$ cat config.mk
export PLATFORM = sky130hd
export DESIGN_NAME = cidt_merge
export DESIGN_NICKNAME = d
export VERILOG_FILES = /design/src/rtl/core/cidt_pkg.sv /design/src/rtl/core/cidt_merge.sv
export SDC_FILE = /design/constraint.sdc
export NUM_CORES = 1
export LEC_CHECK = 0
export BUFFER_PORTS_ARGS = -buffer_cell sky130_fd_sc_hd__buf_2
export CAP_MARGIN = 20
export CELL_PAD_IN_SITES_DETAIL_PLACEMENT = 1
export CELL_PAD_IN_SITES_GLOBAL_PLACEMENT = 2
export CORE_AREA = 2 2 39 41
export DETAILED_ROUTE_END_ITERATION = 10
export DIE_AREA = 0 0 41 43
export PLACE_DENSITY = 0.58
export SLEW_MARGIN = 25
export SYNTH_ARGS = -nofsm -noshare
export SYNTH_HDL_FRONTEND = slang
export SYNTH_SLANG_ARGS = --single-unit
$ cat constraint.sdc
create_clock -name vclk -period 1.1
set_input_delay 0.22 -clock vclk [all_inputs]
set_output_delay 0.22 -clock vclk [all_outputs]
set_load 0.05 [all_outputs]
$ cat src/rtl/core/cidt_pkg.sv
// package for the can identifier change tracker
// shared widths, row and result structs, lane constants; no dependencies
package cidt_pkg;

    localparam int KEY_W          = 29;
    localparam int DLC_W          = 4;
    localparam int PAYLOAD_BYTES  = 8;
    localparam int DATA_W         = 64;
    localparam int TIME_W         = 64;
    localparam int COUNT_W        = 32;
    localparam int FLAGS_W        = 10;
    localparam int TABLE_ROWS_DEF = 64;

    // key compare lanes, one stored row per lane per cycle
    localparam int LANES  = 8;
    localparam int LANE_W = $clog2(LANES);

    // flag word layout: new mark, length changed, byte change mask
    localparam int FLAG_NEW_BIT  = 0;
    localparam int FLAG_LEN_BIT  = 1;
    localparam int FLAG_MASK_LSB = 2;

    typedef struct packed {
        logic [DLC_W-1:0]   length;
        logic [DATA_W-1:0]  bytes;
        logic [FLAGS_W-1:0] flags;
        logic [TIME_W-1:0]  last_us;
        logic [COUNT_W-1:0] count;
    } t_row;

    typedef struct packed {
        logic                     first_seen;
        logic                     length_changed;
        logic [PAYLOAD_BYTES-1:0] byte_change_mask;
        logic                     row_updated;
        logic [COUNT_W-1:0]       update_total;
        logic [TIME_W-1:0]        last_change_us;
        logic                     table_full;
    } t_result;

    localparam int ROW_DATA_W = $bits(t_row);

endpackage

$ cat src/rtl/core/cidt_merge.sv
// merges the lane hits of one row group into the lowest matching lane
// depends on cidt_pkg
module cidt_merge (
    input  logic [cidt_pkg::LANES-1:0]  i_hits,
    output logic                        o_hit,
    output logic [cidt_pkg::LANE_W-1:0] o_lane
);

    always_comb begin
        o_lane = '0;
        for (int l = cidt_pkg::LANES - 1; l >= 0; l--) begin
            if (i_hits[l]) begin
                o_lane = cidt_pkg::LANE_W'(l);
            end
        end
    end

    assign o_hit = |i_hits;

endmodule

==> results.json <==
{
  "worstSetupStartpointType": "input port",
  "vias_per_cell": 3.64,
  "fin_nets": 39,
  "synth_seq_area_share_pct": 0,
  "die_area_mm2": 0.00176,
  "seq_power_share_pct": 0,
  "core-area_mm2": 0.00138,
  "register_area_um2": 0,
  "crit_chain": "buf_8, nor4_4, buf_4, nand3_2, buf_8",
  "critPathKind": "in -> out",
  "grt-ovfl-total": 0,
  "grt_pass1_wl_um": 841,
  "max_freq_mhz": 850,
  "route.met2.wl_um": 202,
  "n_clock_buffer": 0,
  "grt_pass1_vias": 196,
  "die_y_um": 43,
  "crit_path_end_kind": "output port",
  "power.leakage_nw": 0.138,
  "combPwrFrac_pct": 100.0,
  "rsz0062_at_grt": "yes",
  "worst_pin_slew_ns": 0.255,
  "initial_utilization_pct": 5.88,
  "track_usage_pct": 6.49,
  "postSynthCellCount": 13,
  "antenna_cells": 0,
  "critical-path-max-stage-delay_ns": 0.27,
  "ys_types": 11,
  "cpMostUsedCell": "buf_8",
  "p_sw_mw": 0.0612,
  "rows": 14,
  "slowest_stage": "nor4_4",
  "final_cell_mix": "buf_6, buf_2, buf_4",
  "whs_endpoint": "o_lane[0]",
  "internal_power_mw": 0.0592,
  "slew_violations": 0,
  "synth_nets": 21,
  "fin_crit_sh_pct": 107,
  "p_sw_share_pct": 50.8,
  "finalHoldViolCount": 0,
  "first_pass_iters": 4,
  "worstHoldStart": "i_hits[0]",
  "slew_headroom_pct": 82.9,
  "cts_setup_buffers": 0,
  "die_x_um": 41,
  "timing.max_cap.violations": 0,
  "min_path_type": "in -> out",
  "drt_iter0_drc": 1,
  "port_buffers": 12,
  "grt_max_degree": 4,
  "vias": 164,
  "highest_layer": "met3",
  "status": "finished with violations",
  "setup_viol": 3,
  "areaGrowthSynthToFinish_pct": 274,
  "fin_ws_ns": -0.0762,
  "cp.required_ns": 0.88,
  "wl_met1_um": 189,
  "vdd_drop_max_mv": 0.172,
  "final_common_cell": "buf_6",
  "wirelength_um": 486,
  "synthesis.area_um2": 81.3,
  "routed-wl-met3_um": 93,
  "cp.arrival_ns": 0.96,
  "yosys_warnings": 0,
  "preCtsSetupSlack_ns": -0.219,
  "fin_crit_ns": 1.18,
  "violations": "negative setup slack",
  "cts_hold_buf": 0,
  "power_density_mw_per_mm2": 396,
  "place_congestion": 0.680,
  "routedWlPerCell_um": 10.8,
  "antenna_found_initial": 0,
  "drive_above_1_share_pct": 75.9,
  "path_buf_inv": 3,
  "whs_path_depth": 3,
  "critPathMaxFanout": 3,
  "drtAntennaViolNets": 0,
  "crit_family": "buffers and inverters",
  "power_frac_clock_pct": 0,
  "design.seq.count": 0,
  "remaining_drc_errors": 0,
  "io_pins": 12,
  "syn_area_per_cell_um2": 6.26,
  "fin_util_pct": 22.0
}
cell type report:
class | instances | area [µm²]
inverter | 1 | 3.75
timing repair buffer | 16 | 148
tap | 16 | 20.0
fill | 160 | 1080
multi-input combinational | 12 | 133
what timing repair did:
item	CTS	global route
setup endpoints to repair	4	4
pin swaps	5	0
resized for setup	24	0
hold endpoints to repair	0	0
synth_stat cells:
cell	n	area share (%)
o41ai_1	1	11
nor4_2	1	15
and3b_1	1	11
inv_1	1	4.6
nand3_1	1	6.1
nor2_1	3	14
o21ai_0	1	6.1
o21bai_1	1	9.2
nor2b_1	1	7.7
a21oi_1	1	6.1
a21boi_0	1	9.2
logic make-up after synthesis:
family | count (synthesis) | share of synthesized area [%]
buf+inv | 1 | 4.61
compound gates | 5 | 41.5
simple gates | 7 | 53.8
power groups by stage:
stage,clock network [mW],registers [mW],logic [mW]
2_1_floorplan,0,0,0.0459
3_3_place_gp,0,0,0.0862
3_5_place_dp,0,0,0.0893
4_1_cts,0,0,0.121
5_1_grt,0,0,0.130
6_report,0,0,0.120
worst min-delay path: stages:
cell and delay, ns:
buf_6 0.09, o41ai_4 0.08, buf_6 0.15
worst max path at each step:
| stage | to | cells past startpoint | start |
|---|---|---|---|
| after detailed placement | o_hit | 5 | i_hits[4] |
| final | o_hit | 5 | i_hits[5] |
| after global placement | o_hit | 5 | i_hits[4] |
| after CTS | o_hit | 5 | i_hits[5] |
| after global routing | o_hit | 5 | i_hits[5] |
| after floorplan | o_lane[0] | 1 | i_hits[4] |
stage by stage:
stage | total power, mW | hold WS (ns) | cell area [µm²] | cells | TNS, ns
after floorplan | 0.0459 | 0.578 | 109 | 13 | -0.105
after global placement | 0.0862 | 0.843 | 219 | 45 | -0.543
after detailed placement | 0.0893 | 0.857 | 219 | 45 | -0.662
after CTS | 0.121 | 0.758 | 304 | 45 | -0.194
after global routing | 0.130 | 0.769 | 304 | 45 | -0.400
final | 0.120 | 0.754 | 304 | 45 | -0.158
routing by layer:
layer,GRT usage (%),vias up
met2,10.9,12
met4,0,0
met3,1.57,0
met1,8.54,69
li1,-,83
met5,0,-
Note: power is estimated with default switching activity, not from simulation.
