File: config.mk
export PLATFORM = sky130hd
export DESIGN_NAME = cidt_row_update
export DESIGN_NICKNAME = d
export VERILOG_FILES = /design/src/rtl/core/cidt_pkg.sv /design/src/rtl/core/cidt_row_update.sv
export SDC_FILE = /design/constraint.sdc
export NUM_CORES = 1
export LEC_CHECK = 0
export BUFFER_PORTS_ARGS = -buffer_cell sky130_fd_sc_hd__buf_2
export CAP_MARGIN = 20
export CORE_AREA = 3 3 231 233
export DETAILED_ROUTE_END_ITERATION = 8
export DIE_AREA = 0 0 234 236
export GPL_ROUTABILITY_DRIVEN = 1
export PLACE_DENSITY_LB_ADDON = 0.05
export SLEW_MARGIN = 10
export SYNTH_ARGS = -nofsm -noshare
export SYNTH_HDL_FRONTEND = slang
export SYNTH_SLANG_ARGS = --single-unit
File: constraint.sdc
create_clock -name vclk -period 8.1
set_clock_uncertainty 0.2 [all_clocks]
set_input_delay 1.215 -clock vclk [all_inputs]
set_output_delay 1.215 -clock vclk [all_outputs]
set_load 0.05 [all_outputs]
File: src/rtl/core/cidt_pkg.sv
// package for the can identifier change tracker
// shared widths, row and result structs, lane constants; no dependencies
package cidt_pkg;

    localparam int KEY_W          = 29;
    localparam int DLC_W          = 4;
    localparam int PAYLOAD_BYTES  = 8;
    localparam int DATA_W         = 64;
    localparam int TIME_W         = 64;
    localparam int COUNT_W        = 32;
    localparam int FLAGS_W        = 10;
    localparam int TABLE_ROWS_DEF = 64;

    // key compare lanes, one stored row per lane per cycle
    localparam int LANES  = 8;
    localparam int LANE_W = $clog2(LANES);

    // flag word layout: new mark, length changed, byte change mask
    localparam int FLAG_NEW_BIT  = 0;
    localparam int FLAG_LEN_BIT  = 1;
    localparam int FLAG_MASK_LSB = 2;

    typedef struct packed {
        logic [DLC_W-1:0]   length;
        logic [DATA_W-1:0]  bytes;
        logic [FLAGS_W-1:0] flags;
        logic [TIME_W-1:0]  last_us;
        logic [COUNT_W-1:0] count;
    } t_row;

    typedef struct packed {
        logic                     first_seen;
        logic                     length_changed;
        logic [PAYLOAD_BYTES-1:0] byte_change_mask;
        logic                     row_updated;
        logic [COUNT_W-1:0]       update_total;
        logic [TIME_W-1:0]        last_change_us;
        logic                     table_full;
    } t_result;

    localparam int ROW_DATA_W = $bits(t_row);

endpackage

File: src/rtl/core/cidt_row_update.sv
// computes the new row contents and the result for an insert or a hit
// depends on cidt_pkg for the row and result structs
module cidt_row_update (
    input  logic                          i_insert,
    input  cidt_pkg::t_row                i_row,
    input  logic [cidt_pkg::DLC_W-1:0]    i_dlc,
    input  logic [cidt_pkg::DATA_W-1:0]   i_data,
    input  logic [cidt_pkg::TIME_W-1:0]   i_rel,
    output cidt_pkg::t_row                o_row,
    output cidt_pkg::t_result             o_result
);

    logic [cidt_pkg::PAYLOAD_BYTES-1:0] in_len;
    logic [cidt_pkg::PAYLOAD_BYTES-1:0] change;
    logic [cidt_pkg::DATA_W-1:0]        bit_mask;
    logic                               len_diff;
    logic                               any;

    always_comb begin
        for (int i = 0; i < cidt_pkg::PAYLOAD_BYTES; i++) begin
            // dlc above eight covers all bytes
            in_len[i] = (i_dlc > cidt_pkg::DLC_W'(i));
            // byte beyond the stored length counts as newly present
            change[i] = in_len[i] &&
                        ((i_row.length <= cidt_pkg::DLC_W'(i)) ||
                         (i_data[8*i +: 8] != i_row.bytes[8*i +: 8]));
            bit_mask[8*i +: 8] = {8{in_len[i]}};
        end
    end

    assign len_diff = (i_dlc != i_row.length);
    assign any      = len_diff || (change != '0);

    always_comb begin
        o_row = i_row;
        if (i_insert) begin
            o_row.length  = i_dlc;
            o_row.bytes   = i_data & bit_mask;
            o_row.flags   = '0;
            o_row.flags[cidt_pkg::FLAG_NEW_BIT] = 1'b1;
            o_row.last_us = i_rel;
            o_row.count   = cidt_pkg::COUNT_W'(1);
        end else begin
            o_row.flags[cidt_pkg::FLAG_MASK_LSB +: cidt_pkg::PAYLOAD_BYTES] = change;
            o_row.flags[cidt_pkg::FLAG_LEN_BIT] = len_diff;
            if (any) begin
                o_row.flags[cidt_pkg::FLAG_NEW_BIT] = 1'b0;
                o_row.length  = i_dlc;
                o_row.bytes   = (i_row.bytes & ~bit_mask) | (i_data & bit_mask);
                o_row.last_us = i_rel;
                if (i_row.count != '1) begin
                    o_row.count = i_row.count + cidt_pkg::COUNT_W'(1);
                end
            end
        end
    end

    always_comb begin
        o_result.first_seen       = o_row.flags[cidt_pkg::FLAG_NEW_BIT];
        o_result.length_changed   = o_row.flags[cidt_pkg::FLAG_LEN_BIT];
        o_result.byte_change_mask =
            o_row.flags[cidt_pkg::FLAG_MASK_LSB +: cidt_pkg::PAYLOAD_BYTES];
        o_result.row_updated      = i_insert || any;
        o_result.update_total     = o_row.count;
        o_result.last_change_us   = o_row.last_us;
        o_result.table_full       = 1'b0;
    end

endmodule

==> metrics.yaml <==
ctsResizeCount: 0
wl_per_cell_um: 20.9
setup_viol: 0
dpl_worst_slack_ps: 1940
ir_worst_vdd_mv: 0.0320
hp-start: "i_dlc[0]"
stdcell_area_mm2: 0.00717
hold_buffers: 0
syn_area_per_cell_um2: 7.49
hold_class: "input pin to output pin"
dp_hpwl_um: 32000
cp_data_arrival_time_ps: 4580
rows: 83
required_ps: 6680
period_minus_slack_ps: 6000
die_w_um: 234
syn-instance-count: 581
grt_max_degree: 60
ant_nets: 0
io_buffers: 579
syn_nets: 889
end_kind: "output pin"
crit_type: "input pin to output pin"
start_util_pct: 8.47
final_common_cell: "buf_2"
viasPerCell: 3.56
areaGrowthSynthToFinish_pct: 64.7
nets: 1334
worstSetupStartpointType: "input pin"
drcViolationCount: 0
min_to: "o_row[170]"
leakage_nw: 3.55
place_area_mm2: 0.00717
layout-drive-gt1-share_pct: 65.3
grt_pass1_vias: 6311
syn_area_mm2: 0.00435
final_max_slew_viol_count: 0
nFillCells: 6122
cap_violations: 0
hold_viol: 0
placedCellCount: 1704
power_uw: 637
pwr_density_cell_mw_per_mm2: 88.9
synth_warnings: 0
synth_cell_type_count: 49
worstHoldPathCells: 2
fp.coreArea_mm2: 0.0514
io_pins: 589
multi_input_area_mm2: 0.00335
rsz0062_at_grt: "no"
worst_pin_slew_ps: 948
dr.pass1.iters: 6
setup_tns_ps: 0
die_h_um: 236
wl_um: 35600
drt_iter0_drc: 157
num_vias: 6067
finalCritPeriodShare_pct: 74.0
grt_pass1_wl_um: 48200
cp_max_fo: 59
n_sequential_cell: 0
slew_headroom_pct: 36.8
ys_seq_area_share_pct: 0
layout_setup_ws_ps: 2100
clkbuf_count: 0
gr-total-overflow: 0
status: "complete, no violations"
final_cell_mix: "buf_2 (579), mux2_2 (64), a22o_1 (56), xor2_1 (35), xnor2_1 (34)"
ff_latch_area_um2: 0
fin_cells: 1705
antenna_found_initial: 3
post_cts_buffers: 0
gp_congestion: 0.834
grtUsageTotal_pct: 12.0
design.die.area_mm2: 0.0552
max_freq_mhz: 167
-- worst max-delay path: stages --
cell     delay, ps
buf_2          240
or2_4          340
nor2_1         220
a31oi_1        120
nor4_2         440
and4_4         860
buf_4          370
mux2_2         400
buf_2          230
-- synth_stat cells (all sizes together), types with 3 or more instances --
cell type    n  area share (%)
buf        128              21
mux2        68              18
a22o        56              11
xor2        35             7.0
xnor2       34             6.8
nor2        29             2.6
a21oi       27             3.5
nand3       22             2.5
nor4        15             2.8
nand2       14             1.2
nand4       14             2.0
clkbuf      13             1.1
o31ai       13             2.2
or4         12             2.1
o21ai       11             1.3
o21a        10             1.8
or3         10             1.4
and2         9             1.3
a32o         8             1.8
inv          7            0.60
nor3         7            0.80
and3         6            0.86
a31oi        5            0.86
and4         4            0.80
o31a         4            0.80
or2          4            0.63
nor2b        3            0.43
o41ai        3            0.60
-- per-stage QoR --
step | hold slack (ps) | utilization [%]
2_1_floorplan | 2500 | -
3_3_place_gp | 2590 | 13.9
3_5_place_dp | 2590 | 13.9
4_1_cts | 2590 | 13.9
5_1_grt | 2610 | 13.9
6_report | 2600 | 13.9
-- layer usage --
layer	vias to the layer above	track usage, %	share of wire, %
met5	-	0	0
met2	239	22.3	52
li1	2959	-	-
met1	2863	15.0	41
met3	6	2.03	6.2
met4	0	0.334	0.34
-- cell families after synthesis --
logic type	synth area share, %
and+or+nand+nor	19.4
buffers and inverters	23.1
AOI/OAI and AO/OA	25.6
xor gates and xnor gates	13.9
muxes	17.6
adders and majority gates	0.287
other	0.0862
-- final cells by class --
type	count	share of cell area [%]
multi-input combinational	433	46.8
antenna	1	0.0349
timing repair buffer	584	40.9
inverter	7	0.366
tap	680	11.9
-- worst max path at each step --
stage | endpoint | start | slack, ps | cells past startpoint
floorplan | o_row[27] | i_row[173] | 1900 | 11
global placement | o_row[84] | i_dlc[3] | 1960 | 9
detailed placement | o_row[84] | i_dlc[3] | 1940 | 9
CTS | o_row[84] | i_dlc[3] | 1930 | 9
global route | o_row[84] | i_dlc[3] | 1780 | 9
finish | o_row[84] | i_dlc[3] | 2100 | 9
-- power breakdown --
| group | internal, mW | switching [mW] | total, mW |
|---|---|---|---|
| logic | 0.171 | 0.467 | 0.637 |
| clock network | 0.0000000165 | 0 | 0.0000000165 |
| registers | 0 | 0 | 0 |
Power figures use the tool's default switching activity.
