===== src/rtl/core/cidt_pkg.sv =====
// package for the can identifier change tracker
// shared widths, row and result structs, lane constants; no dependencies
package cidt_pkg;

    localparam int KEY_W          = 29;
    localparam int DLC_W          = 4;
    localparam int PAYLOAD_BYTES  = 8;
    localparam int DATA_W         = 64;
    localparam int TIME_W         = 64;
    localparam int COUNT_W        = 32;
    localparam int FLAGS_W        = 10;
    localparam int TABLE_ROWS_DEF = 64;

    // key compare lanes, one stored row per lane per cycle
    localparam int LANES  = 8;
    localparam int LANE_W = $clog2(LANES);

    // flag word layout: new mark, length changed, byte change mask
    localparam int FLAG_NEW_BIT  = 0;
    localparam int FLAG_LEN_BIT  = 1;
    localparam int FLAG_MASK_LSB = 2;

    typedef struct packed {
        logic [DLC_W-1:0]   length;
        logic [DATA_W-1:0]  bytes;
        logic [FLAGS_W-1:0] flags;
        logic [TIME_W-1:0]  last_us;
        logic [COUNT_W-1:0] count;
    } t_row;

    typedef struct packed {
        logic                     first_seen;
        logic                     length_changed;
        logic [PAYLOAD_BYTES-1:0] byte_change_mask;
        logic                     row_updated;
        logic [COUNT_W-1:0]       update_total;
        logic [TIME_W-1:0]        last_change_us;
        logic                     table_full;
    } t_result;

    localparam int ROW_DATA_W = $bits(t_row);

endpackage


===== src/rtl/core/cidt_ram.sv =====
// generic single-write, single-read ram with registered read data
// no dependencies
module cidt_ram #(
    parameter int WIDTH = 8,
    parameter int DEPTH = 16
) (
    input  logic                                 i_clk,
    input  logic                                 i_wr_en,
    input  logic [(DEPTH > 1 ? $clog2(DEPTH) : 1)-1:0] i_wr_addr,
    input  logic [WIDTH-1:0]                     i_wr_data,
    input  logic [(DEPTH > 1 ? $clog2(DEPTH) : 1)-1:0] i_rd_addr,
    output logic [WIDTH-1:0]                     o_rd_data
);

    logic [WIDTH-1:0] r_mem [DEPTH];
    logic [WIDTH-1:0] r_rd_data;

    always_ff @(posedge i_clk) begin
        if (i_wr_en) begin
            r_mem[i_wr_addr] <= i_wr_data;
        end
        r_rd_data <= r_mem[i_rd_addr];
    end

    assign o_rd_data = r_rd_data;

endmodule


===== src/rtl/core/cidt_lane.sv =====
// one key compare lane: holds the keys of rows lane, lane+LANES, ... in a ram
// and matches the row read out against the frame key; depends on cidt_pkg, cidt_ram
module cidt_lane #(
    parameter int GROUPS   = 8,
    parameter int GRP_W    = 3,
    parameter int FILL_W   = 7,
    parameter int LANE_IDX = 0
) (
    input  logic                         i_clk,
    input  logic                         i_wr_en,
    input  logic [GRP_W-1:0]             i_wr_grp,
    input  logic [cidt_pkg::KEY_W-1:0]   i_wr_key,
    input  logic [GRP_W-1:0]             i_rd_grp,
    input  logic [GRP_W-1:0]             i_cmp_grp,
    input  logic [cidt_pkg::KEY_W-1:0]   i_key,
    input  logic [FILL_W-1:0]            i_fill,
    output logic                         o_hit
);

    localparam int ROW_W = GRP_W + cidt_pkg::LANE_W;
    localparam int CMP_W = ROW_W + FILL_W;

    logic [cidt_pkg::KEY_W-1:0] rd_key;
    logic [ROW_W-1:0]           row_idx;

    cidt_ram #(
        .WIDTH (cidt_pkg::KEY_W),
        .DEPTH (GROUPS)
    ) u_key_ram (
        .i_clk     (i_clk),
        .i_wr_en   (i_wr_en),
        .i_wr_addr (i_wr_grp),
        .i_wr_data (i_wr_key),
        .i_rd_addr (i_rd_grp),
        .o_rd_data (rd_key)
    );

    assign row_idx = {i_cmp_grp, cidt_pkg::LANE_W'(LANE_IDX)};

    // rows at or above the fill count were never inserted
    assign o_hit = (CMP_W'(row_idx) < CMP_W'(i_fill)) && (rd_key == i_key);

endmodule


===== config.mk =====
export PLATFORM = sky130hd
export DESIGN_NAME = cidt_lane
export DESIGN_NICKNAME = d
export VERILOG_FILES = /design/src/rtl/core/cidt_pkg.sv /design/src/rtl/core/cidt_ram.sv /design/src/rtl/core/cidt_lane.sv
export SDC_FILE = /design/constraint.sdc
export NUM_CORES = 1
export LEC_CHECK = 0
export BUFFER_PORTS_ARGS = -buffer_cell sky130_fd_sc_hd__buf_2
export CAP_MARGIN = 40
export CELL_PAD_IN_SITES_DETAIL_PLACEMENT = 1
export CELL_PAD_IN_SITES_GLOBAL_PLACEMENT = 1
export CORE_ASPECT_RATIO = 1.5
export CORE_UTILIZATION = 55
export DETAILED_ROUTE_END_ITERATION = 7
export GPL_TIMING_DRIVEN = 0
export PLACE_DENSITY_LB_ADDON = 0.25
export SLEW_MARGIN = 20
export SYNTH_ARGS = -nofsm -noshare
export SYNTH_HDL_FRONTEND = slang
export SYNTH_SLANG_ARGS = --single-unit

===== constraint.sdc =====
create_clock -name i_clk -period 7.6 [get_ports i_clk]
set_clock_uncertainty 0.05 [all_clocks]
set_input_delay 0 -clock i_clk [delete_from_list [all_inputs] [get_ports i_clk]]
set_output_delay 0 -clock i_clk [all_outputs]
set_load 0.01 [all_outputs]

==> impl_metrics.prom <==
# TYPE chip_impl_metric gauge
chip_impl_metric{name="setup_total_negative_slack",unit="ps"} 0
chip_impl_metric{name="synth.lib_cells_used.distinct",unit=""} 24
chip_impl_info{name="regToRegStartpoint",value="u_key_ram.r_mem[2][15]$_DFFE_PP_"} 1
chip_impl_metric{name="finalWorstPathRequiredPeriod",unit="ps"} 2300
chip_impl_info{name="rsz0062_at_grt",value="no"} 1
chip_impl_metric{name="initial_core_util",unit="%"} 56.5
chip_impl_info{name="worst_hold_path_type",value="input pin to flip-flop"} 1
chip_impl_metric{name="clock_insertion_delay_worst_skew",unit="ps"} 510
chip_impl_metric{name="power.leakage",unit="nW"} 4.12
chip_impl_metric{name="ioPinCount",unit=""} 77
chip_impl_metric{name="timing_hold_violations_final",unit=""} 0
chip_impl_metric{name="vias_per_cell",unit=""} 5.98
chip_impl_metric{name="globalRouteOverflowTotal",unit=""} 0
chip_impl_metric{name="first_global_vias",unit=""} 5365
chip_impl_metric{name="cellPowerDensity",unit="mW/mm^2"} 257
chip_impl_metric{name="finish.cell_count_without_fillers",unit=""} 803
chip_impl_metric{name="critical_path_peak_fanout",unit=""} 1
chip_impl_metric{name="final_max_slew_viol_count",unit=""} 0
chip_impl_metric{name="drt-initial-drc-count",unit=""} 335
chip_impl_metric{name="fmax",unit="MHz"} 435
chip_impl_metric{name="slew_headroom",unit="%"} 46.7
chip_impl_metric{name="worst_slew_pin_slew",unit="ps"} 797
chip_impl_metric{name="post_route_cells_drive_above_1_share",unit="%"} 35.9
chip_impl_metric{name="clk_pin_slew_worst_paths",unit="ps"} 60
chip_impl_metric{name="finalSetupViolations",unit=""} 0
chip_impl_metric{name="post-synth-top-area-fraction",unit="%"} 70.7
chip_impl_metric{name="htree_levels",unit=""} 1
chip_impl_metric{name="number_of_antenna_violations_at_the_first_check_in_global_routing",unit=""} 0
chip_impl_metric{name="fp.coreArea",unit="mm^2"} 0.0174
chip_impl_metric{name="grt_max_degree",unit=""} 20
chip_impl_metric{name="drcViolationCount",unit=""} 14
chip_impl_metric{name="number_of_nets_with_antenna_violations_after_detailed_routing",unit=""} 0
chip_impl_metric{name="combinational_cell_fraction_of_total_power",unit="%"} 6.6
chip_impl_metric{name="totalWireLength",unit="um"} 21700
chip_impl_metric{name="drt_first_pass_iters",unit=""} 7
chip_impl_metric{name="power.share.switching",unit="%"} 20.3
chip_impl_info{name="setup.worst_path.start",value="u_key_ram.o_rd_data[25]$_DFF_P_"} 1
chip_impl_metric{name="final_min_period_over_clock_period",unit="%"} 30.3
chip_impl_metric{name="fp.dieH",unit="um"} 166
chip_impl_metric{name="register_area_share_after_synthesis",unit="%"} 76.6
chip_impl_info{name="synthTopCellsByArea",value="sky130_fd_sc_hd__edfxtp_1, sky130_fd_sc_hd__mux4_2, sky130_fd_sc_hd__dfxtp_1, sky130_fd_sc_hd__mux4_1, sky130_fd_sc_hd__xor2_1"} 1
chip_impl_metric{name="synth.avg_cell_area",unit="um^2"} 23.1
chip_impl_metric{name="hold_buffers",unit=""} 32
chip_impl_metric{name="vias",unit=""} 4799
chip_impl_metric{name="n_fill_cell",unit=""} 1397
chip_impl_metric{name="yosys_warnings",unit=""} 0
chip_impl_info{name="crit_path_end_kind",value="primary output"} 1
chip_impl_metric{name="seqPwrFrac",unit="%"} 53.9
chip_impl_metric{name="ys_ff_latch",unit=""} 261
chip_impl_metric{name="cts_num_sinks",unit=""} 261
chip_impl_metric{name="std_cell_rows",unit=""} 59
chip_impl_metric{name="clockBufferDepth",unit=""} 3
chip_impl_metric{name="synth_area",unit="mm^2"} 0.00985
chip_impl_info{name="failed_checks",value="design-rule violations"} 1
chip_impl_metric{name="drv.max_cap_violation_count",unit=""} 0
chip_impl_metric{name="post_cts_buffers",unit=""} 0
chip_impl_info{name="crit_type",value="flip-flop to primary output"} 1
chip_impl_info{name="root_buffer",value="sky130_fd_sc_hd__clkbuf_16"} 1
chip_impl_metric{name="die_width",unit="um"} 111
chip_impl_metric{name="gp_congestion",unit=""} 0.663
chip_impl_metric{name="total_power",unit="W"} 0.00305
chip_impl_info{name="hold_start",value="i_rd_grp[0]"} 1
chip_impl_metric{name="design.die.area",unit="mm^2"} 0.0185
chip_impl_metric{name="vdd_ir_drop_max",unit="mV"} 0.226
chip_impl_metric{name="power.clock.fraction",unit="%"} 39.5
chip_impl_metric{name="cp.arrival",unit="ps"} 2250
chip_impl_info{name="yosysTopAreaCell",value="sky130_fd_sc_hd__edfxtp_1"} 1
chip_impl_metric{name="internal_power",unit="W"} 0.00243
chip_impl_metric{name="power_switching",unit="W"} 0.000617
chip_impl_metric{name="post_cts_resize_count",unit=""} 0
chip_impl_metric{name="detailed_place_hpwl",unit="um"} 13600
chip_impl_metric{name="final_core_util",unit="%"} 68.1
chip_impl_metric{name="globalRouteTotalUtil",unit="%"} 24.9
chip_impl_metric{name="areaGrowthSynthToFinish",unit="%"} 20.5
chip_impl_info{name="run_status",value="finished with violations"} 1
chip_impl_metric{name="cp_data_required_time",unit="ps"} 7550
chip_impl_metric{name="number_of_diodes",unit=""} 0
chip_impl_metric{name="fin_nets",unit=""} 651
chip_impl_metric{name="synthesis.nets",unit=""} 506
chip_impl_metric{name="synthCells",unit=""} 427
chip_impl_info{name="clock_tree_from_tritoncts",value="done"} 1
chip_impl_info{name="critical_path.startpoint_type",value="flip-flop"} 1
chip_impl_metric{name="cts_inserted_buffers",unit=""} 24
chip_impl_metric{name="port_buffers",unit=""} 73
chip_impl_metric{name="wirelength_per_cell",unit="um"} 27.0
chip_impl_metric{name="grt_first_pass_wirelength",unit="um"} 32800
chip_impl_metric{name="dpl.cell_count",unit=""} 727
[power by group through the flow]
stage | Clock (W) | Combinational (W) | Sequential, W
after floorplan | 0 | 0.000108 | 0.00166
after global placement | 0 | 0.000170 | 0.00167
after detailed placement | 0 | 0.000189 | 0.00167
after CTS | 0.00122 | 0.000206 | 0.00164
after global routing | 0.00128 | 0.000218 | 0.00164
final | 0.00120 | 0.000202 | 0.00164
[kinds of logic (layout without fill, tap and decap cells)]
kind of cell	Yosys count	after routing	synth area share (%)
DFF	261	261	76.6
muxes	87	87	17.5
xor gates and xnor gates	29	29	2.58
and+or+nand+nor	23	23	1.25
buffers and inverters	20	183	1.44
AOI/OAI and AO/OA	4	4	0.267
adders and majority gates	3	3	0.381
[stage by stage]
stage	area (um^2)	setup slack, ps	hold slack (ps)
6_report	11900	5300	86.3
3_5_place_dp	10800	5760	218
4_1_cts	11900	5190	79.4
2_1_floorplan	9850	4910	48.9
5_1_grt	11900	5220	98.8
3_3_place_gp	10500	2750	205
[per-layer routing]
layer	part of all wire [%]	GRT usage, %
met5	0	0
met4	2.3	8.05
met3	4.4	3.14
met2	54	44.7
met1	39	31.6
[worst max-delay path, stage by stage, from the launching register on]
cell,delay [ps]
sky130_fd_sc_hd__dfxtp_1,310
sky130_fd_sc_hd__xor2_1,130
sky130_fd_sc_hd__nor4_1,560
sky130_fd_sc_hd__nand4_1,270
sky130_fd_sc_hd__a311oi_1,310
sky130_fd_sc_hd__buf_2,170
[synthesized netlist by cell type]
master and count:
sky130_fd_sc_hd__a21oi_1 2, sky130_fd_sc_hd__a311oi_1 1, sky130_fd_sc_hd__buf_12 3, sky130_fd_sc_hd__buf_2 5, sky130_fd_sc_hd__buf_6 1, sky130_fd_sc_hd__clkbuf_1 6, sky130_fd_sc_hd__clkbuf_4 1, sky130_fd_sc_hd__dfxtp_1 29
sky130_fd_sc_hd__edfxtp_1 232, sky130_fd_sc_hd__ha_1 3, sky130_fd_sc_hd__inv_1 4, sky130_fd_sc_hd__mux2_2 19, sky130_fd_sc_hd__mux2_4 10, sky130_fd_sc_hd__mux4_1 13, sky130_fd_sc_hd__mux4_2 45, sky130_fd_sc_hd__nand2_1 2
sky130_fd_sc_hd__nand2b_1 3, sky130_fd_sc_hd__nand3b_1 1, sky130_fd_sc_hd__nand4_1 2, sky130_fd_sc_hd__nor2_1 6, sky130_fd_sc_hd__nor3_1 2, sky130_fd_sc_hd__nor4_1 7, sky130_fd_sc_hd__o31ai_1 1, sky130_fd_sc_hd__xor2_1 29
[cell usage in the layout (no fill, tap or decap), drive strengths merged]
| cell | count |
|---|---|
| nor3 | 2 |
| clkinv | 3 |
| ha | 3 |
| nand4 | 2 |
| nand2b | 3 |
| nor4 | 7 |
| dlygate4sd3 | 32 |
| clkinvlp | 1 |
| a311oi | 1 |
| clkbuf | 44 |
| a21oi | 2 |
| edfxtp | 232 |
| buf | 96 |
| nor2 | 6 |
| bufinv | 2 |
| dfxtp | 29 |
| mux2 | 29 |
| o31ai | 1 |
| nand3b | 1 |
| inv | 5 |
| xor2 | 29 |
| nand2 | 2 |
| mux4 | 58 |
[cell type report]
cell class / count / area [um^2] / area share [%]
Buffer: 16 / 126 / 1.06
Clock buffer: 37 / 701 / 5.90
Clock inverter: 7 / 92.6 / 0.780
Inverter: 4 / 15.0 / 0.126
Multi-Input combinational cell: 146 / 2210 / 18.7
Sequential cell: 261 / 7550 / 63.6
Tap cell: 213 / 267 / 2.25
Timing Repair Buffer: 119 / 907 / 7.64
[registers in the layout, indices dropped and copies added (netlist names)]
register and flops:
u_key_ram.o_rd_data 29, u_key_ram.r_mem 232
[final timing paths]
check / endpoint / slack, ps / depth (start not counted)
max: o_hit / 5300 / 5
max reg2reg: u_key_ram.o_rd_data[15]$_DFF_P_ / 6220 / 2
min: u_key_ram.o_rd_data[3]$_DFF_P_ / 90 / 4
min reg2reg: u_key_ram.o_rd_data[13]$_DFF_P_ / 640 / 2
(Power assumes the default switching activity.)
