<file path="src/rtl/core/cidt_ram.sv">
// generic single-write, single-read ram with registered read data
// no dependencies
module cidt_ram #(
    parameter int WIDTH = 8,
    parameter int DEPTH = 16
) (
    input  logic                                 i_clk,
    input  logic                                 i_wr_en,
    input  logic [(DEPTH > 1 ? $clog2(DEPTH) : 1)-1:0] i_wr_addr,
    input  logic [WIDTH-1:0]                     i_wr_data,
    input  logic [(DEPTH > 1 ? $clog2(DEPTH) : 1)-1:0] i_rd_addr,
    output logic [WIDTH-1:0]                     o_rd_data
);

    logic [WIDTH-1:0] r_mem [DEPTH];
    logic [WIDTH-1:0] r_rd_data;

    always_ff @(posedge i_clk) begin
        if (i_wr_en) begin
            r_mem[i_wr_addr] <= i_wr_data;
        end
        r_rd_data <= r_mem[i_rd_addr];
    end

    assign o_rd_data = r_rd_data;

endmodule

</file>
<file path="config.mk">
export PLATFORM = sky130hd
export DESIGN_NAME = cidt_ram
export DESIGN_NICKNAME = d
export VERILOG_FILES = /design/src/rtl/core/cidt_ram.sv
export SDC_FILE = /design/constraint.sdc
export NUM_CORES = 1
export LEC_CHECK = 0
export CAP_MARGIN = 20
export CORE_ASPECT_RATIO = 1.25
export CORE_UTILIZATION = 55
export CTS_BUF_LIST = sky130_fd_sc_hd__clkbuf_4 sky130_fd_sc_hd__clkbuf_8
export DETAILED_ROUTE_END_ITERATION = 7
export DONT_BUFFER_PORTS = 1
export GPL_TIMING_DRIVEN = 0
export PLACE_DENSITY = 0.83
export SYNTH_ARGS = -nofsm -noshare
export SYNTH_HDL_FRONTEND = slang
export SYNTH_SLANG_ARGS = --single-unit
</file>
<file path="constraint.sdc">
create_clock -name i_clk -period 2 [get_ports i_clk]
set_input_delay 0.4 -clock i_clk [delete_from_list [all_inputs] [get_ports i_clk]]
set_output_delay 0.4 -clock i_clk [all_outputs]
set_load 0.1 [all_outputs]
</file>
==> summary.txt, run 1 <==
Outcome
  • Outcome: finished, final reports clean

Setup path
  • Critical Path AT: 1370 ps
  • Reg2Reg Setup Slack: 570 ps
  • Crit Path Max Fanout: 1
  • R2R Path End: o_rd_data[0]$_DFF_P_
  • Required @ worst endpoint: 1600 ps
  • CP startpoint kind: register
  • R2R cell count: 3
  • Crit end category: output port
  • Critical R2R Launch: r_mem[5][0]$_DFFE_PP_
  • Crit Path Class: register to output port

Drt
  • Vias per cell: 6.09
  • Drt wl/cell: 24.1 um
  • Drt drc: 0
  • DR pass1 iterations: 4
  • Vias: 2364
  • Antenna-violating nets left: 0
  • Final WL: 9.37 mm
  • Initial drt markers: 333

Clocking
  • Cts bufs inserted: 17
  • Post-CTS Resized: 0
  • Hold buffers post-CTS: 0
  • Max Root-Sink Buffers: 2
  • Worst skew pair latency: 430 ps
  • Clk slew on worst S/H paths: 70 ps
  • Clock Sinks: 136
  • CTS tree: done
  • CTS root buffer: clkbuf_8
  • # H-tree levels: 4
  • Setup Fix Bufs, Post-CTS: 0

Global routing
  • Vias in the first global route: 2406
  • Pin count of the biggest net entering global routing: 17
  • Congestion Overflow GR: 0
  • GR Util All Layers: 0.218
  • Global-route wire length before repair: 13.8 mm
  • Initial antenna violation count: 0

STA
  • Slew Viols, Final: 0
  • Final Hold Fails: 0
  • Slew @ Worst Pin: 947 ps
  • Tcrit/Tclk final: 0.887
  • Unrepaired setup endpoints after global routing: no
  • Fmax: 563 MHz
  • Final Critical Period: 1770 ps
  • Setup TNS: 0 ps
  • Final setup violation count: 0
  • Clk_skew: 7.84 ps
  • Max-slew headroom: 0.368

Cells and area
  • Area occupied by multi-input gates: 1060 um^2
  • Final nets: 270
  • # diodes: 0
  • Synth-to-layout area growth: 11.3%
  • Filler cell count: 607
  • Most common cell after layout, fill and taps aside: edfxtp_1
  • Fin cells: 388
  • Most frequent cells in the layout: 128 x edfxtp_1, 19 x clkbuf_8, 18 x mux4_2, 16 x a22oi_1, 14 x mux4_1
  • Layout cells sized above 1: 0.245
  • FF/Latch Area: 4000 um^2
  • Utilization after layout: 0.628

Synthesis
  • Seq/Total Area, Yosys: 0.778
  • Top-area cell type share of the netlist area: 0.747
  • Largest cells by area after synthesis: edfxtp_1 75%, mux4_2 7.9%, mux4_1 7.1%, dfxtp_1 3.1%, a22oi_1 2.3%
  • Synthesized area: 5150 um^2
  • Syn Inst Count: 229
  • Distinct cells, synth: 19
  • Syn avg cell area: 22.5 um^2
  • Ys Warns: 0
  • Post-synth net total: 247
  • Area leader, netlist: edfxtp_1
  • Yosys reg bits: 136

Floorplan
  • Die Span X: 88.5 um
  • # rows: 39
  • I/O pin total: 26
  • Core ar.: 9130 um^2
  • Starting Density: 0.564
  • Die Ht: 110 um
  • Area of the die: 9750 um^2

Power
  • LEAKAGE: 1.88 nW
  • Pwr Density: 1010 nW/um^2
  • VDD IR max: 0.447 mV

Min path
  • Worst hold path startpoint: i_wr_data[5]
  • Hold Crit Depth: 0
  • Hold Path End: r_mem[6][5]$_DFFE_PP_
  • Hold crit path type: input port to register

Placed design
  • Placed insts: 356
  • DP HPWL: 6.14 mm
  • Port buffer count: 0
  • Routability cong.: 0.736

Flow run
  • Max Cap Violations: 0
[cells in the mapped netlist]
cell type / instances
nand2_1: 9
dfxtp_1: 8
mux4_1: 14
buf_4: 1
nor3_1: 4
edfxtp_1: 128
nor2_1: 13
nand3_1: 1
mux4_2: 18
a22oi_1: 16
clkdlybuf4s25_2: 3
nand2b_1: 2
nand3b_1: 2
and2_1: 1
buf_2: 3
buf_6: 3
or3b_2: 1
and2b_1: 1
nor2b_1: 1
[flip-flops by register name, summed over array words and instances, names as in the netlist]
signal     count
r_mem        128
o_rd_data      8
[power breakdown]
part	internal (mW)	total, mW	leakage (nW)	switching, mW
Clock	1.31	2.22	0.215	0.909
Combinational	0.104	0.214	0.440	0.110
Sequential	3.19	3.35	1.22	0.159
[layer usage]
| metal | share of wire | vias up | global-route usage |
|---|---|---|---|
| met4 | 0.019 | 0 | 0.108 |
| met5 | 0 | - | 0 |
| met1 | 0.38 | 1222 | 0.283 |
| met2 | 0.52 | 114 | 0.334 |
| li1 | - | 1017 | - |
| met3 | 0.078 | 11 | 0.0700 |
[area by class of cell]
class / count / area share
Buffer: 10 / 0.0151
Clock buffer: 29 / 0.0587
Clock inverter: 3 / 0.0114
Multi-Input combinational cell: 83 / 0.184
Sequential cell: 136 / 0.699
Tap cell: 123 / 0.0269
Timing Repair Buffer: 4 / 0.00480
[logic make-up after synthesis]
| kind of cell | synth area share |
|---|---|
| buf+inv | 0.0168 |
| compound gates | 0.0233 |
| mux | 0.150 |
| flops | 0.778 |
| simple gates | 0.0318 |
[stage by stage]
stage / hold slack (ps) / setup slack (ps) / power [mW] / cell area, um^2
after floorplan: 499 / 107 / 3.56 / 5150
after global placement: 500 / -355 / 3.61 / 5300
after detailed placement: 500 / -157 / 3.62 / 5330
after CTS: 28.4 / 189 / 5.82 / 5730
after global routing: 25.0 / 162 / 5.95 / 5730
final: 56.2 / 225 / 5.78 / 5730
[how the worst max path moves through the flow]
stage / startpoint / to / slack [ps] / cells past startpoint
final: o_rd_data[5]$_DFF_P_ / o_rd_data[5] / 230 / 0
after global routing: o_rd_data[3]$_DFF_P_ / o_rd_data[3] / 160 / 0
after CTS: o_rd_data[4]$_DFF_P_ / o_rd_data[4] / 190 / 0
after detailed placement: i_wr_addr[2] / r_mem[0][1]$_DFFE_PP_ / -160 / 3
after global placement: i_wr_addr[2] / r_mem[0][4]$_DFFE_PP_ / -350 / 2
after floorplan: i_wr_addr[2] / r_mem[0][0]$_DFFE_PP_ / 110 / 2
Power figures use the tool's default switching activity.
==> run 2: changes to the inputs <==
--- a/config.mk
+++ b/config.mk
@@ -5,13 +5,11 @@
 export SDC_FILE = /design/constraint.sdc
 export NUM_CORES = 1
 export LEC_CHECK = 0
-export CAP_MARGIN = 20
 export CORE_ASPECT_RATIO = 1.25
 export CORE_UTILIZATION = 55
 export CTS_BUF_LIST = sky130_fd_sc_hd__clkbuf_4 sky130_fd_sc_hd__clkbuf_8
 export DETAILED_ROUTE_END_ITERATION = 7
 export DONT_BUFFER_PORTS = 1
-export GPL_TIMING_DRIVEN = 0
 export PLACE_DENSITY = 0.83
 export SYNTH_ARGS = -nofsm -noshare
 export SYNTH_HDL_FRONTEND = slang
==> summary.txt, run 2 (same netlist as run 1, synthesis figures left out) <==
Setup path
  • Required @ worst endpoint: 1600 ps
  • Critical path's largest stage delay: 360 ps
  • CP max stage cell: dfxtp_1
  • Crit Path Max Fanout: 1
  • Critical Path AT: 1080 ps
  • Buf/Inv on CP: 1
  • Crit end category: output port
  • Crit Path Class: register to output port
  • CP startpoint kind: register
  • CP cell instances: buf_4
  • Delay-heaviest family, CP: flip-flops

Drt
  • Met3 routed WL: 616 um
  • WL met1: 3.30 mm
  • Vias: 2316
  • DR pass1 iterations: 4
  • Antenna-violating nets left: 0
  • Initial drt markers: 267
  • Final WL: 8.77 mm
  • Highest metal used: met4
  • Drt drc: 0
  • Vias per cell: 5.82
  • Metal2 WL: 4.65 mm
  • Drt wl/cell: 22.0 um

STA
  • Final Hold Fails: 0
  • Unrepaired setup endpoints after global routing: no
  • Fmax: 677 MHz
  • Final Critical Period: 1480 ps
  • Slew @ Worst Pin: 636 ps
  • Slew Viols, Final: 0
  • Tcrit/Tclk final: 0.738
  • Clk_skew: 7.43 ps
  • Max-slew headroom: 0.575
  • Final setup violation count: 0
  • Setup TNS: 0 ps

Global routing
  • Congestion Overflow GR: 0
  • Vias in the first global route: 2407
  • Global-route wire length before repair: 13.4 mm
  • GR Util All Layers: 0.208
  • Pin count of the biggest net entering global routing: 33
  • Initial antenna violation count: 0

Cells and area
  • Fin cells: 398
  • Register with the most flip-flops: r_mem
  • Synth-to-layout area growth: 11.7%
  • Final nets: 281
  • Most frequent cells in the layout: 128 x edfxtp_1, 25 x buf_4, 18 x mux4_2, 17 x clkbuf_8, 16 x a22oi_1
  • Layout cells sized above 1: 0.262
  • Max reg flops: 128
  • # diodes: 0
  • Most common cell after layout, fill and taps aside: edfxtp_1

Power
  • Pwr Density: 952 nW/um^2
  • LEAKAGE: 1.91 nW
  • VDD IR max: 0.523 mV

Floorplan
  • Die Span X: 88.5 um
  • # rows: 39
  • Starting Density: 0.564
  • Die Ht: 110 um
  • Core ar.: 9130 um^2
  • I/O pin total: 26
  • Area of the die: 9750 um^2

Clocking
  • Worst skew pair latency: 420 ps
  • # H-tree levels: 4
  • Setup Fix Bufs, Post-CTS: 0
  • Hold buffers post-CTS: 0
  • Post-CTS Resized: 0
  • Clock Sinks: 136
  • CTS root buffer: clkbuf_8
  • Cts bufs inserted: 17
  • Max Root-Sink Buffers: 2
  • CTS tree: done
  • Clk slew on worst S/H paths: 60 ps

Placed design
  • Routability cong.: 0.735
  • Port buffer count: 0
  • Placed insts: 367
  • DP HPWL: 5.60 mm

Min path
  • Hold crit path type: input port to register

Outcome
  • Outcome: finished, final reports clean

Flow run
  • Max Cap Violations: 0
## run 2: changes by cell type in the layout (fill, tap and decap cells not counted)
cell and change:
buf_4 +21, buf_2 -4, buf_6 -3, clkdlybuf4s25_2 -3, clkinv_1 +3, clkbuf_4 -2
clkbuf_8 -2, bufinv_16 -1, clkinv_2 +1
## run 2: routing by layer
layer	up-vias	GRT usage
met5	-	0
met4	0	0.114
met3	17	0.0737
met2	104	0.336
met1	1159	0.245
li1	1036	-
## run 2: worst paths after layout
path	start	end	slack, ps	cells past startpoint
worst min-delay path	i_wr_data[4]	r_mem[3][4]$_DFFE_PP_	70	0
worst max register to register	r_mem[1][5]$_DFFE_PP_	o_rd_data[5]$_DFF_P_	620	3
worst min register to register	r_mem[14][1]$_DFFE_PP_	o_rd_data[1]$_DFF_P_	670	3
worst max-delay path	o_rd_data[0]$_DFF_P_	o_rd_data[0]	520	1
## run 2: through the flow
| step | util | setup slack, ps | total power, mW | hold WS [ps] | instance area [um^2] |
|---|---|---|---|---|---|
| 6_report | 0.630 | 523 | 5.47 | 72.2 | 5750 |
| 3_3_place_gp | 0.592 | 443 | 3.60 | 500 | 5400 |
| 3_5_place_dp | 0.592 | 437 | 3.61 | 499 | 5400 |
| 2_1_floorplan | - | 107 | 3.56 | 499 | 5150 |
| 4_1_cts | 0.630 | 507 | 5.51 | 45.7 | 5750 |
| 5_1_grt | 0.630 | 499 | 5.64 | 38.7 | 5750 |
## run 2: cell type report
cell class                 instances  area (um^2)
clock buffer                      25          294
clock inverter                     6         51.3
timing repair buffer              25          188
tap                              123          154
multi-input combinational         83         1060
sequential                       136         4000
fill                             606         3380
## run 2: power by group
part / leakage, nW / switching [mW] / internal (mW)
logic: 0.500 / 0.220 / 0.121
registers: 1.22 / 0.0181 / 3.19
clock network: 0.186 / 0.861 / 1.07
total: 1.91 / 1.10 / 4.38
==> run 3: changes to the inputs <==
==> constraint.sdc (replaced) <==
create_clock -name i_clk -period 1.3 [get_ports i_clk]
set_input_delay 0.26 -clock i_clk [delete_from_list [all_inputs] [get_ports i_clk]]
set_output_delay 0.26 -clock i_clk [all_outputs]
set_load 0.1 [all_outputs]
==> summary.txt, run 3 (same netlist as run 1, synthesis figures left out) <==
Drt
  • Vias per cell: 5.84
  • DR pass1 iterations: 4
  • Initial drt markers: 250
  • Drt drc: 0
  • Drt wl/cell: 22.4 um
  • Antenna-violating nets left: 0
  • Final WL: 9.17 mm
  • Vias: 2390

Placed design
  • Routability cong.: 0.784
  • Port buffer count: 0
  • DP HPWL: 5.69 mm
  • DP Worst Slack: -54.4 ps

Outcome
  • Outcome: complete, but fails checks
  • Failing checks: setup timing

Setup path
  • CP cell instances: mux4_2 > a22oi_1 > nand2_1
  • Crit Path Max Fanout: 1
  • R2R cell count: 3
  • Critical path's largest stage delay: 480 ps
  • R2R Path End: o_rd_data[6]$_DFF_P_
  • Required @ worst endpoint: 1600 ps
  • Critical Path AT: 1640 ps
  • Critical R2R Launch: r_mem[0][6]$_DFFE_PP_
  • Crit end category: register
  • Setup crit start: r_mem[0][6]$_DFFE_PP_
  • Reg2Reg Setup Slack: -30 ps
  • Crit path capture: o_rd_data[6]$_DFF_P_
  • CP startpoint kind: register
  • CP max stage cell: mux4_2
  • Crit Path Class: register to register

Clocking
  • Cts bufs inserted: 17
  • Clock Sinks: 136
  • Worst skew pair latency: 430 ps
  • Max Root-Sink Buffers: 2
  • CTS root buffer: clkbuf_8
  • # H-tree levels: 4
  • Clk slew on worst S/H paths: 80 ps
  • CTS tree: done

Cells and area
  • # diodes: 0
  • FF/Latch Area: 4000 um^2
  • Most common cell after layout, fill and taps aside: edfxtp_1
  • Register with the most flip-flops: r_mem
  • Utilization after layout: 0.659
  • Most frequent cells in the layout: 128 x edfxtp_1, 29 x mux4_2, 18 x clkbuf_8, 16 x buf_4, 12 x a22oi_1
  • Filler cell count: 586
  • Final nets: 291
  • Max reg flops: 128
  • Layout cells sized above 1: 0.350
  • Area occupied by multi-input gates: 1070 um^2
  • Synth-to-layout area growth: 16.9%

Power
  • Net Sw Power: 2.04 mW
  • P_int: 7.13 mW
  • Clock share of power: 0.393
  • VDD IR max: 0.949 mV
  • Pwr Total: 9.17 mW
  • LEAKAGE: 1.96 nW
  • Switching Fraction: 0.223
  • Pwr Density: 1520 nW/um^2
  • Flop pwr share: 0.538
  • Combinational power share: 0.069

Global routing
  • Initial antenna violation count: 0
  • Congestion Overflow GR: 0
  • Global-route wire length before repair: 13.9 mm
  • GR Util All Layers: 0.212
  • Pin count of the biggest net entering global routing: 33
  • Vias in the first global route: 2502

Min path
  • Hold crit path type: input port to register

STA
  • Final WS setup: -32.3 ps
  • Max-slew headroom: 0.448
  • Final setup violation count: 3
  • Slew Viols, Final: 0
  • Slew @ Worst Pin: 824 ps
  • Fmax: 751 MHz
  • Unrepaired setup endpoints after global routing: yes
  • Tcrit/Tclk final: 1.02
  • Final Hold Fails: 0
  • Final Critical Period: 1330 ps
  • Clk_skew: 10.6 ps

Floorplan
  • # rows: 39
  • I/O pin total: 26
  • Die Span X: 88.5 um
  • Starting Density: 0.564
  • Core ar.: 9130 um^2
  • Die Ht: 110 um
  • Area of the die: 9750 um^2

Flow run
  • Max Cap Violations: 0
## run 3: repair_timing
| action | 4_1_cts | 5_1_grt |
|---|---|---|
| setup buffers | 0 | 0 |
| endpoints found under the setup margin | 6 | 14 |
| hold buffers | 8 | 0 |
| hold endpoints to repair | 128 | 0 |
| resized for setup | 4 | 7 |
| cloned | 0 | 0 |
| pin swaps | 1 | 2 |
## run 3: power groups by stage
stage                     logic (mW)  clock network, mW  registers [mW]
after floorplan                0.274                  0            5.23
after global placement         0.536                  0            5.02
after detailed placement       0.542                  0            5.02
after CTS                      0.624               3.65            4.93
after global routing           0.670               3.83            4.94
final                          0.635               3.60            4.93
## run 3: metal layers
layer / share of wire / routed length, um / GRT usage
met1: 0.38 / 3490 / 0.277
met2: 0.54 / 4970 / 0.332
met3: 0.072 / 659 / 0.0544
met4: 0.0055 / 50 / 0.109
met5: 0 / 0 / 0
## run 3: stage by stage
stage | TNS [ps] | instances | cell area [um^2] | hold slack [ps]
after global placement | -356 | 369 | 5460 | 359
after global routing | -310 | 409 | 6020 | 126
after floorplan | -690 | 229 | 5180 | 359
after detailed placement | -499 | 369 | 5460 | 359
final | -70.1 | 409 | 6020 | 141
after CTS | -43.5 | 409 | 5990 | 118
## run 3: cell type report
class	instances	share of cell area
sequential	136	0.666
multi-input combinational	83	0.178
timing repair buffer	35	0.0597
clock buffer	19	0.0424
clock inverter	13	0.0285
tap	123	0.0256
## run 3: worst min-delay path by stage
stage                       startpoint                    end  slack [ps]  cells after the start
after floorplan           i_wr_data[0]  r_mem[0][0]$_DFFE_PP_         360                      0
after global placement    i_wr_data[3]  r_mem[8][3]$_DFFE_PP_         360                      0
after detailed placement  i_wr_data[3]  r_mem[8][3]$_DFFE_PP_         360                      0
after CTS                 i_rd_addr[1]   o_rd_data[0]$_DFF_P_         120                      3
after global routing      i_wr_addr[1]  r_mem[0][2]$_DFFE_PP_         130                      2
final                     i_wr_addr[1]  r_mem[0][2]$_DFFE_PP_         140                      2
## run 3: worst max-delay path: cells and delay by family (launching register included)
family / cells / cell delay, ps
compound gates: 1 / 270
flops: 1 / 390
mux: 1 / 480
simple gates: 1 / 80
